===== config.mk =====
export PLATFORM = sky130hd
export DESIGN_NAME = sem_isqrt
export DESIGN_NICKNAME = d
export VERILOG_FILES = /design/src/rtl/core/sem_pkg.sv /design/src/rtl/core/sem_isqrt.sv
export SDC_FILE = /design/constraint.sdc
export NUM_CORES = 1
export LEC_CHECK = 0
export ABC_AREA = 1
export BUFFER_PORTS_ARGS = -buffer_cell sky130_fd_sc_hd__buf_4
export CAP_MARGIN = 20
export CELL_PAD_IN_SITES_DETAIL_PLACEMENT = 1
export CELL_PAD_IN_SITES_GLOBAL_PLACEMENT = 2
export CORE_MARGIN = 1
export CORE_UTILIZATION = 35
export CTS_CLUSTER_SIZE = 30
export DETAILED_ROUTE_END_ITERATION = 10
export PLACE_DENSITY = 0.8
export REMOVE_ABC_BUFFERS = 1
export SYNTH_ARGS = -nofsm -noshare
export SYNTH_HDL_FRONTEND = slang
export SYNTH_SLANG_ARGS = --single-unit

===== constraint.sdc =====
create_clock -name aclk -period 3.75 [get_ports aclk]
set_input_delay 0.75 -clock aclk [delete_from_list [all_inputs] [get_ports aclk]]
set_output_delay 0.75 -clock aclk [all_outputs]
set_load 0.1 [all_outputs]

===== src/rtl/core/sem_pkg.sv =====
package sem_pkg;

    // Defaults for the top level geometry parameters
    localparam int MAX_WIDTH_DEF  = 1024;
    localparam int MAX_HEIGHT_DEF = 4096;

    // Configuration register widths, reset values and indexes
    localparam int FW_W       = 11;
    localparam int FH_W       = 12;
    localparam int CFG_DATA_W = 12;
    localparam int CFG_IDX_W  = 1;

    localparam logic [FW_W-1:0] FW_RESET = FW_W'(640);
    localparam logic [FH_W-1:0] FH_RESET = FH_W'(480);

    localparam logic [CFG_IDX_W-1:0] REG_FRAME_WIDTH  = CFG_IDX_W'(0);
    localparam logic [CFG_IDX_W-1:0] REG_FRAME_HEIGHT = CFG_IDX_W'(1);

    // Pixel and arithmetic widths
    localparam int COLOR_W    = 8;
    localparam int PIX_W      = 3 * COLOR_W;
    localparam int GRAD_W     = 10;              // |gx|, |gy| <= 1020
    localparam int SUM_W      = 2 * GRAD_W + 1;  // gx^2 + gy^2
    localparam int ROOT_IN_W  = 16;              // sums at or above 2^16 saturate
    localparam int ROOT_W     = 8;
    localparam int ROOT_STEPS = ROOT_IN_W / 2;

    // Red sits in the low byte of a beat
    typedef struct packed {
        logic [COLOR_W-1:0] blue;
        logic [COLOR_W-1:0] green;
        logic [COLOR_W-1:0] red;
    } rgb_t;

    typedef enum logic [2:0] {
        ST_IDLE,
        ST_WIN,
        ST_GRAD,
        ST_SQ,
        ST_ROOT_GO,
        ST_ROOT,
        ST_OUT
    } sem_state_t;

    // (11*r + 16*g + 5*b) >> 5
    function automatic logic [COLOR_W-1:0] gray_of(input rgb_t p);
        logic [COLOR_W+4:0] acc;
        acc = (13'(p.red) << 3) + (13'(p.red) << 1) + 13'(p.red)
            + (13'(p.green) << 4)
            + (13'(p.blue) << 2) + 13'(p.blue);
        return acc[COLOR_W+4:5];
    endfunction

endpackage


===== src/rtl/core/sem_isqrt.sv =====
// Digit-by-digit integer square root, one result bit per cycle.
module sem_isqrt (
    input  logic                           aclk,
    input  logic                           aresetn,
    input  logic                           start,
    input  logic [sem_pkg::ROOT_IN_W-1:0]  operand,
    output logic                           busy,
    output logic [sem_pkg::ROOT_W-1:0]     root
);

    localparam int STEP_W = $clog2(sem_pkg::ROOT_STEPS);

    logic [sem_pkg::ROOT_IN_W-1:0] rem_reg;
    logic [sem_pkg::ROOT_IN_W-1:0] res_reg;
    logic [sem_pkg::ROOT_IN_W-1:0] bit_reg;
    logic [STEP_W-1:0]             step_reg;
    logic                          busy_reg;

    logic [sem_pkg::ROOT_IN_W:0]   trial;
    logic                          take;

    assign trial = {1'b0, res_reg} + {1'b0, bit_reg};
    assign take  = {1'b0, rem_reg} >= trial;

    always_ff @(posedge aclk) begin
        if (!aresetn) begin
            busy_reg <= 1'b0;
            step_reg <= '0;
        end else if (start) begin
            busy_reg <= 1'b1;
            step_reg <= '0;
        end else if (busy_reg) begin
            step_reg <= step_reg + STEP_W'(1);
            if (step_reg == STEP_W'(sem_pkg::ROOT_STEPS - 1)) begin
                busy_reg <= 1'b0;
            end
        end
    end

    always_ff @(posedge aclk) begin
        if (start) begin
            rem_reg <= operand;
            res_reg <= '0;
            bit_reg <= sem_pkg::ROOT_IN_W'(1) << (sem_pkg::ROOT_IN_W - 2);
        end else if (busy_reg) begin
            if (take) begin
                rem_reg <= rem_reg - trial[sem_pkg::ROOT_IN_W-1:0];
                res_reg <= (res_reg >> 1) + bit_reg;
            end else begin
                res_reg <= res_reg >> 1;
            end
            bit_reg <= bit_reg >> 2;
        end
    end

    assign busy = busy_reg;
    assign root = res_reg[sem_pkg::ROOT_W-1:0];

endmodule

---- Yosys cells after proc, flatten, opt, wreduce, memory -nomap -nowiden ----
Cells that the tools add are included.
operators by class
  $add $sub $neg .......................... 4
  $lt $le $gt $ge ......................... 1
  equal/unequal tests ..................... 1
  muxes and demuxes ....................... 7
  bitwise operators ....................... 1
  reductions and logical operators ........ 4
operators by type and width
  cell                                          count
  2-to-1 mux 16 bit                             4
  adder 16 x 15 -> 17 bit                       1
  >= comparator 16 x 17 -> 1 bit                1
  adder 15 x 15 -> 16 bit                       1
  subtractor 16 bit                             1
  nonzero test 2 bit                            2
  adder 3 x 1 -> 3 bit (second input constant)  1
  == test 3 bit (second input constant)         1
  2-to-1 mux 1 bit                              3
  AND reduction 2 bit                           1
  OR reduction 2 bit                            1
  NOT 1 bit                                     1
word-level totals
  flip-flop bits (word level) ............. 44
  logic and storage cells ................. 23

---- Logic depth before layout (Yosys ltp) ----
Gate-level depths: netlist of run 1.
  depth after elaboration ................. 5
  depth in mapped cells ................... 25
  depth with buffers taken out ............ 24

---- Least setup slack after synthesis of run 1 ----
OpenSTA, ideal clock, no wires.
  kind .................................... reg-to-reg
  from .................................... reg res_reg[2] in the netlist's numbering
  to ...................................... reg rem_reg[0] in the netlist's numbering, enable pin
  data arrival time ....................... 3.065 ns
  data required time ...................... 3.378 ns
  slack ................................... 0.314 ns
  stages on the path, launching flop included .. 22
  buffers on the path ..................... 1
  cells stage by stage .................... dfxtp_1 > ha_1 > nand3_1 > nand2_1 > nand2_1 > nand2_2 > nand2_1 > a21oi_2 > nand2_1 > nand2_1 > nand2_1 > nand2_1 > xor2_1 > ha_1 > a21oi_1 > or2_2 > nand3b_1 > nand2_4 > nand2_4 > buf_12 > nand2_1 > nand2_1
on the way
  word-level cells in the longest chain between the ends .. 4
RTL lines
  element                         RTL line         source
  start, declared                 sem_isqrt.sv:14  logic [sem_pkg::ROOT_IN_W-1:0] res_reg;
  start signal, assigned          sem_isqrt.sv:48  res_reg <= (res_reg >> 1) + bit_reg;
  start signal, assigned          sem_isqrt.sv:50  res_reg <= res_reg >> 1;
  adder 16 x 15 -> 17 bit         sem_isqrt.sv:22  assign trial = {1'b0, res_reg} + {1'b0, bit_reg};
  >= comparator 16 x 17 -> 1 bit  sem_isqrt.sv:23  assign take = {1'b0, rem_reg} >= trial;
  nonzero test 2 bit (no line)    --
  AND reduction 2 bit (no line)   --
  end signal, assigned            sem_isqrt.sv:42  rem_reg <= operand;
  end signal, assigned            sem_isqrt.sv:47  rem_reg <= rem_reg - trial[sem_pkg::ROOT_IN_W-1:0];
  end, declared                   sem_isqrt.sv:13  logic [sem_pkg::ROOT_IN_W-1:0] rem_reg;
Every way passes these cells.
A chain may end at the register's enable or synchronous reset.

---- Worst setup path in the final report of run 1 ----
  from .................................... reg res_reg[6] in the netlist's numbering
  to ...................................... reg rem_reg[14] in the netlist's numbering, enable pin
The elaborated chain is that of the path after synthesis.

==> results of run 1 <==
what timing repair did:
| item | in CTS | in global routing |
|---|---|---|
| resized for setup | 0 | 3 |
| endpoints found under the hold margin | 0 | 0 |
| endpoints found under the setup margin | 0 | 18 |
layer usage:
layer | vias up | global-route usage | routed length [um]
met5 | - | 0 | 0
met2 | 36 | 0.3513 | 5405
met3 | 8 | 0.03288 | 303
met4 | 0 | 0.04857 | 101
li1 | 1940 | - | -
met1 | 1783 | 0.2871 | 5901
power groups by stage:
stage / clock (uW) / sequential (uW) / combinational (uW)
after detailed placement: 0 / 737 / 1830
final: 503 / 726 / 1840
after global placement: 0 / 737 / 1800
after global routing: 536 / 747 / 2060
after floorplan: 0 / 843 / 1220
after CTS: 518 / 729 / 1840
worst max-delay path by stage:
stage / end / start / cells after the start / slack, ns
6_report: rem_reg[14]$_DFFE_PP_ / res_reg[6]$_SDFFE_PP0P_ / 21 / 0.29
5_1_grt: res_reg[1]$_SDFFE_PP0P_ / res_reg[6]$_SDFFE_PP0P_ / 21 / 0.01
4_1_cts: rem_reg[10]$_DFFE_PP_ / res_reg[6]$_SDFFE_PP0P_ / 21 / 0.20
3_5_place_dp: rem_reg[1]$_DFFE_PP_ / res_reg[6]$_SDFFE_PP0P_ / 21 / 0.22
3_3_place_gp: rem_reg[7]$_DFFE_PP_ / res_reg[6]$_SDFFE_PP0P_ / 21 / 0.39
2_1_floorplan: rem_reg[0]$_DFFE_PP_ / res_reg[0]$_SDFFE_PP0P_ / 21 / -0.57
worst register-to-register path, cell delays in order, from the launching register on:
cell and delay (ns):
dfxtp_1 0.41, ha_1 0.37, nand2_1 0.08, nor2_1 0.11, nand2_1 0.08, nand2_2 0.11
nand2_1 0.09, a21oi_2 0.17, nand2_1 0.07, nand2_1 0.09, nand2_1 0.06, nand2_1 0.06
xor2_1 0.07, ha_1 0.34, a21oi_1 0.11, or2_2 0.29, nand3b_1 0.15, nand2_4 0.08
nand2_4 0.08, nand2_1 0.04, nand2_1 0.10, buf_8 0.21
logic make-up (layout without fill, tap and decap cells):
| kind of cell | Yosys count | in the layout | share of synthesized area |
|---|---|---|---|
| buf+inv | 86 | 103 | 0.09730 |
| fa+ha+maj | 37 | 37 | 0.1169 |
| simple gates | 298 | 298 | 0.3419 |
| compound gates | 88 | 88 | 0.1243 |
| flops | 44 | 44 | 0.2586 |
| xor+xnor | 28 | 28 | 0.06093 |
synth_stat cells:
master,count
a21o_1,1
a21oi_1,37
a21oi_2,5
a21oi_4,1
a31o_2,1
a31oi_1,4
buf_1,1
buf_12,1
buf_2,6
buf_4,10
buf_6,1
clkbuf_1,7
dfxtp_1,28
edfxtp_1,16
fa_1,1
ha_1,36
inv_1,55
inv_2,5
nand2_1,157
nand2_2,15
nand2_4,2
nand3_1,52
nand3_2,10
nand3_4,1
nand3b_1,5
nand4_1,4
nor2_1,39
nor2_2,1
nor3_1,1
nor3_2,1
nor4_1,3
o21a_1,3
o21ai_0,27
o21ai_1,4
o21bai_1,4
o22ai_1,1
or2_0,1
or2_2,6
xnor2_1,13
xor2_1,15
layout make-up:
cell class	count	area, um2
clock buffers	6	150.1
repair buffers	35	274.0
clock inverters	2	16.27
well taps	140	175.2
inverters	60	225.2
fillers	1432	6556
flip-flops and latches	44	1041
multi-input cells	451	2592
per-stage QoR:
stage	std cells	cell area, um2	total power [uW]	setup WS (ns)	setup TNS (ns)
floorplan	555	3859	2062	-0.5691	-9.406
global placement	730	4297	2532	0.3894	0
detailed placement	730	4297	2566	0.2158	0
CTS	738	4463	3090	0.1992	0
global route	738	4474	3345	0.01371	0
finish	738	4474	3070	0.2872	0
==> run metrics, run 1 <==
post-synthesis cell type count=40; fin crit period=3.463 ns; Hold Path Stages=2; Worst-Skew Late Latency=0.30 ns; status=complete, no violations; initial antenna violation count=0; Net Sw Power=1501 uW; Hold Worst Slack=0.4764 ns; mean post-synth cell area=6.928 um2; Slew Viols, Final=0; # rows=38; Post-Route WL=11,710 um; Rel. slew slack=0.4221; clock slew at reported path FFs=0.07 ns; synthesis-to-layout area growth=11.16%; RSZ-0062 raised after global routing=no; Largest delay share family, worst path=simple AND/OR/NAND/NOR gates; Die Ht=109.2 um; Hold-fix buffers, CTS=0; Die Wd=109.2 um; I/O Pins=28; most frequent cells in the layout=nand2_1, inv_1, nand3_1; H-tree depth=2; Final Core Density=0.4056; Num Clock Sinks=44; Die Footprint=11,930 um2; Initial Utilization=0.3649; Slew @ Worst Pin=0.8659 ns; Net Sw Frac=0.4888; crit path DAT=3.46 ns; cell taking the most area after synthesis=nand2_1; FF-to-FF Start=res_reg[6]$_SDFFE_PP0P_; Setup Skew=0.006872 ns; synthesized instance count=581; fmax=288.8 MHz; antenna fix cells=0; vias in the first global route=3,810; Nets=653; max cap viols=0; fin crit share=0.9234; hold_sp=step_reg[1]$_SDFFE_PP0P_; Worst setup EP type=flop; share of cells above drive strength 1=0.1522; Worst Path Required=3.75 ns; CP Class=flop to flop; final hold viol count=0; CTS buffer count=5; Startpoint Class=flop; Via density=5.104; sequential share of the synthesized area=0.2586; # DRC=0; drt first-iter violations=122; clock power share=0.164; CP peak stage delay=0.41 ns; Hold Crit Class=flop to flop; GPL Wtd Cong=0.8251; GRT Total Usage=0.2118; Yosys reg bits=44; CP Max Fanout=16; worst vdd ir=0.3200 mV; DR WL/cell=15.87 um; Int Power=1569 uW; # setup viols final=0; commonest non-fill, non-tap cell in the layout=nand2_1; setup bufs post-CTS=0; DP HPWL=9100 um; Yosys top cell area share=0.1464; Syn Std Cell Area=4025 um2; R2R Setup Slk=0.29 ns; Final ANT Viol Nets=0; Overflow after GRT=0; first-pass GRT wire length=19,300 um; clock buffer depth=2; Hold EP=step_reg[1]$_SDFFE_PP0P_; Comb power frac=0.600; worst path bufs/invs=1; Cell Chain, Critical Path=ha_1 > nand2_1 > nor2_1 > nand2_1 > nand2_2 > nand2_1 > a21oi_2 > nand2_1 > nand2_1 > nand2_1 > nand2_1 > xor2_1 > ha_1 > a21oi_1 > or2_2 > nand3b_1 > nand2_4 > nand2_4 > nand2_1 > nand2_1 > buf_8; number of port buffers=27; PD cells=686.1 nW/um2; DRT Pass-1 Iters=4; Slowest-stage cell, CP=dfxtp_1; pin count of the biggest net entering global routing=39; leak pwr=0.002072 uW; CP dominant cell by count=nand2_1; core area=11,030 um2; Worst R2R Path Depth=21; Root Buffer=clkbuf_16; Synthesis Warnings=0; Flop pwr share=0.237; synth top area cells=nand2_1, dfxtp_1, edfxtp_1, ha_1, nand3_1; Vias=3,767; TritonCTS clock tree=done; r2r endpoint=rem_reg[14]$_DFFE_PP_
(Power assumes the default switching activity.)
==> inputs of run 2 (changes only) <==
--- a/config.mk
+++ b/config.mk
@@ -15,6 +15,7 @@
 export CTS_CLUSTER_SIZE = 30
 export DETAILED_ROUTE_END_ITERATION = 10
 export PLACE_DENSITY = 0.8
+export RECOVER_POWER = 25
 export REMOVE_ABC_BUFFERS = 1
 export SYNTH_ARGS = -nofsm -noshare
 export SYNTH_HDL_FRONTEND = slang
==> run metrics, run 2 (synthesis results as in run 1) <==
status=complete, no violations (unchanged); fin crit period=3.463 ns (about the same); crit path DAT=3.46 ns (about the same); share of cells above drive strength 1=0.1488 (was 0.1522); Net Sw Power=1501 uW (about the same); Flop pwr share=0.237 (about the same); Final ANT Viol Nets=0 (unchanged); GRT Total Usage=0.2118 (unchanged); CTS buffer count=5 (unchanged); initial antenna violation count=0 (unchanged); most frequent cells in the layout=nand2_1, inv_1, nand3_1 (unchanged); fin crit share=0.9234 (about the same); # rows=38 (unchanged); worst vdd ir=0.3200 mV (about the same); fmax=288.8 MHz (about the same); CP Max Fanout=16 (unchanged); Hold Crit Class=flop to flop (unchanged); RSZ-0062 raised after global routing=no (unchanged); Post-Layout Cell Count=738 (unchanged); Nets=653 (unchanged); Via density=5.107 (was 5.104); Worst R2R Path Depth=21 (unchanged); pin count of the biggest net entering global routing=39 (unchanged); Die Footprint=11,930 um2 (unchanged); TritonCTS clock tree=done (unchanged); Net Sw Frac=0.4893 (was 0.4888); leak pwr=0.002064 uW (was 0.002072 uW); Post-Route WL=11,700 um (was 11,710 um); Die Ht=109.2 um (unchanged); number of port buffers=27 (unchanged); wl on met1=5895 um (was 5901 um); Vias=3,769 (was 3,767); Num Clock Sinks=44 (unchanged); antenna fix cells=0 (unchanged); Comb power frac=0.599 (was 0.600); Top Layer Used=met4 (unchanged); GPL Wtd Cong=0.8251 (unchanged); Die Wd=109.2 um (unchanged); vias in the first global route=3,810 (unchanged); DP HPWL=9100 um (unchanged); Hold-fix buffers, CTS=0 (unchanged); clock power share=0.164 (about the same); routed wl met3=301 um (was 303 um); Worst Path Required=3.75 ns (about the same); Initial Utilization=0.3649 (unchanged); Slew @ Worst Pin=1.156 ns (was 0.8659 ns); Worst setup EP type=flop (unchanged); Root Buffer=clkbuf_16 (unchanged); placed insts=730 (unchanged); max cap viols=0 (unchanged); # DRC=0 (unchanged); core area=11,030 um2 (unchanged); clock slew at reported path FFs=0.07 ns (about the same); CP Class=flop to flop (unchanged); I/O Pins=28 (unchanged); Fillers=1,434 (was 1,432); drt first-iter violations=122 (unchanged); Overflow after GRT=0 (unchanged); first-pass GRT wire length=19,300 um (unchanged); clock buffer depth=2 (unchanged); H-tree depth=2 (unchanged); Worst-Skew Late Latency=0.30 ns (about the same); synthesis-to-layout area growth=10.97% (was 11.16%); Slew Viols, Final=0 (unchanged); Hold Path Stages=2 (unchanged); DR WL/cell=15.86 um (was 15.87 um); Setup Skew=0.006888 ns (was 0.006872 ns); Int Power=1566 uW (was 1569 uW); # setup viols final=0 (unchanged); Startpoint Class=flop (unchanged); DRT Pass-1 Iters=4 (unchanged); final hold viol count=0 (unchanged); commonest non-fill, non-tap cell in the layout=nand2_1 (unchanged); Met2 Routed Length=5404 um (was 5405 um); Hold Worst Slack=0.4764 ns (unchanged); Rel. slew slack=0.2325 (was 0.4221); PD cells=686.5 nW/um2 (was 686.1 nW/um2)
==> run 2: changes by cell type in the layout (fill, tap and decap cells not counted) <==
cell / previous run / this run
clkbuf_1: 0 / 2
clkbuf_4: 0 / 1
buf_4: 33 / 30
==> run 2: critical path, cell delays in order, from the launching register on <==
cell and delay, ns:
dfxtp_1 0.41, ha_1 0.37, nand2_1 0.08, nor2_1 0.11
nand2_1 0.08, nand2_2 0.11, nand2_1 0.08, a21oi_2 0.17
nand2_1 0.07, nand2_1 0.09, nand2_1 0.06, nand2_1 0.06
xor2_1 0.07, ha_1 0.34, a21oi_1 0.11, or2_2 0.29
nand3b_1 0.15, nand2_4 0.08, nand2_4 0.08, nand2_1 0.04
nand2_1 0.10, buf_8 0.21
==> run 2: power by group through the flow <==
stage / clock [uW] / sequential (uW) / combinational (uW)
2_1_floorplan: 0 / 843 / 1220
3_3_place_gp: 0 / 737 / 1800
3_5_place_dp: 0 / 737 / 1830
4_1_cts: 518 / 729 / 1840
5_1_grt: 536 / 747 / 2060
6_report: 503 / 726 / 1840
==> run 2: final timing paths <==
kind                                               start                  endpoint  slack, ns
worst min register to register  step_reg[1]$_SDFFE_PP0P_  step_reg[1]$_SDFFE_PP0P_       0.48
worst max-delay path             res_reg[6]$_SDFFE_PP0P_     rem_reg[14]$_DFFE_PP_       0.29
worst max register to register   res_reg[6]$_SDFFE_PP0P_     rem_reg[14]$_DFFE_PP_       0.29
worst min-delay path            step_reg[1]$_SDFFE_PP0P_  step_reg[1]$_SDFFE_PP0P_       0.48
==> run 2: layout make-up <==
| type | count | area [um2] | area share |
|---|---|---|---|
| flip-flops and latches | 44 | 1041 | 0.2331 |
| multi-input cells | 451 | 2592 | 0.5804 |
| clock inverters | 2 | 16.27 | 0.003641 |
| well taps | 140 | 175.2 | 0.03922 |
| clock buffers | 6 | 150.1 | 0.03361 |
| inverters | 60 | 225.2 | 0.05042 |
| repair buffers | 35 | 266.5 | 0.05966 |
==> run 2: through the flow <==
stage | utilization | worst slack [ns] | total power [uW] | TNS [ns] | area (um2)
final | 0.4049 | 0.2873 | 3067 | 0 | 4467
after global routing | 0.4049 | 0.01371 | 3342 | 0 | 4467
after CTS | 0.4046 | 0.1992 | 3090 | 0 | 4463
after detailed placement | 0.3895 | 0.2158 | 2566 | 0 | 4297
after global placement | 0.3895 | 0.3894 | 2532 | 0 | 4297
after floorplan | - | -0.5691 | 2062 | -9.406 | 3859
==> run 2: what timing repair did <==
item | in CTS | in global routing
setup buffers | 0 | 0
hold endpoints to repair | 0 | 0
resized for setup | 0 | 3
setup endpoints to repair | 0 | 18
==> run 2: per-layer routing <==
metal,GRT usage,vias up
li1,-,1940
met1,0.2871,1785
met2,0.3513,36
met3,0.03288,8
met4,0.04857,0
met5,0,-
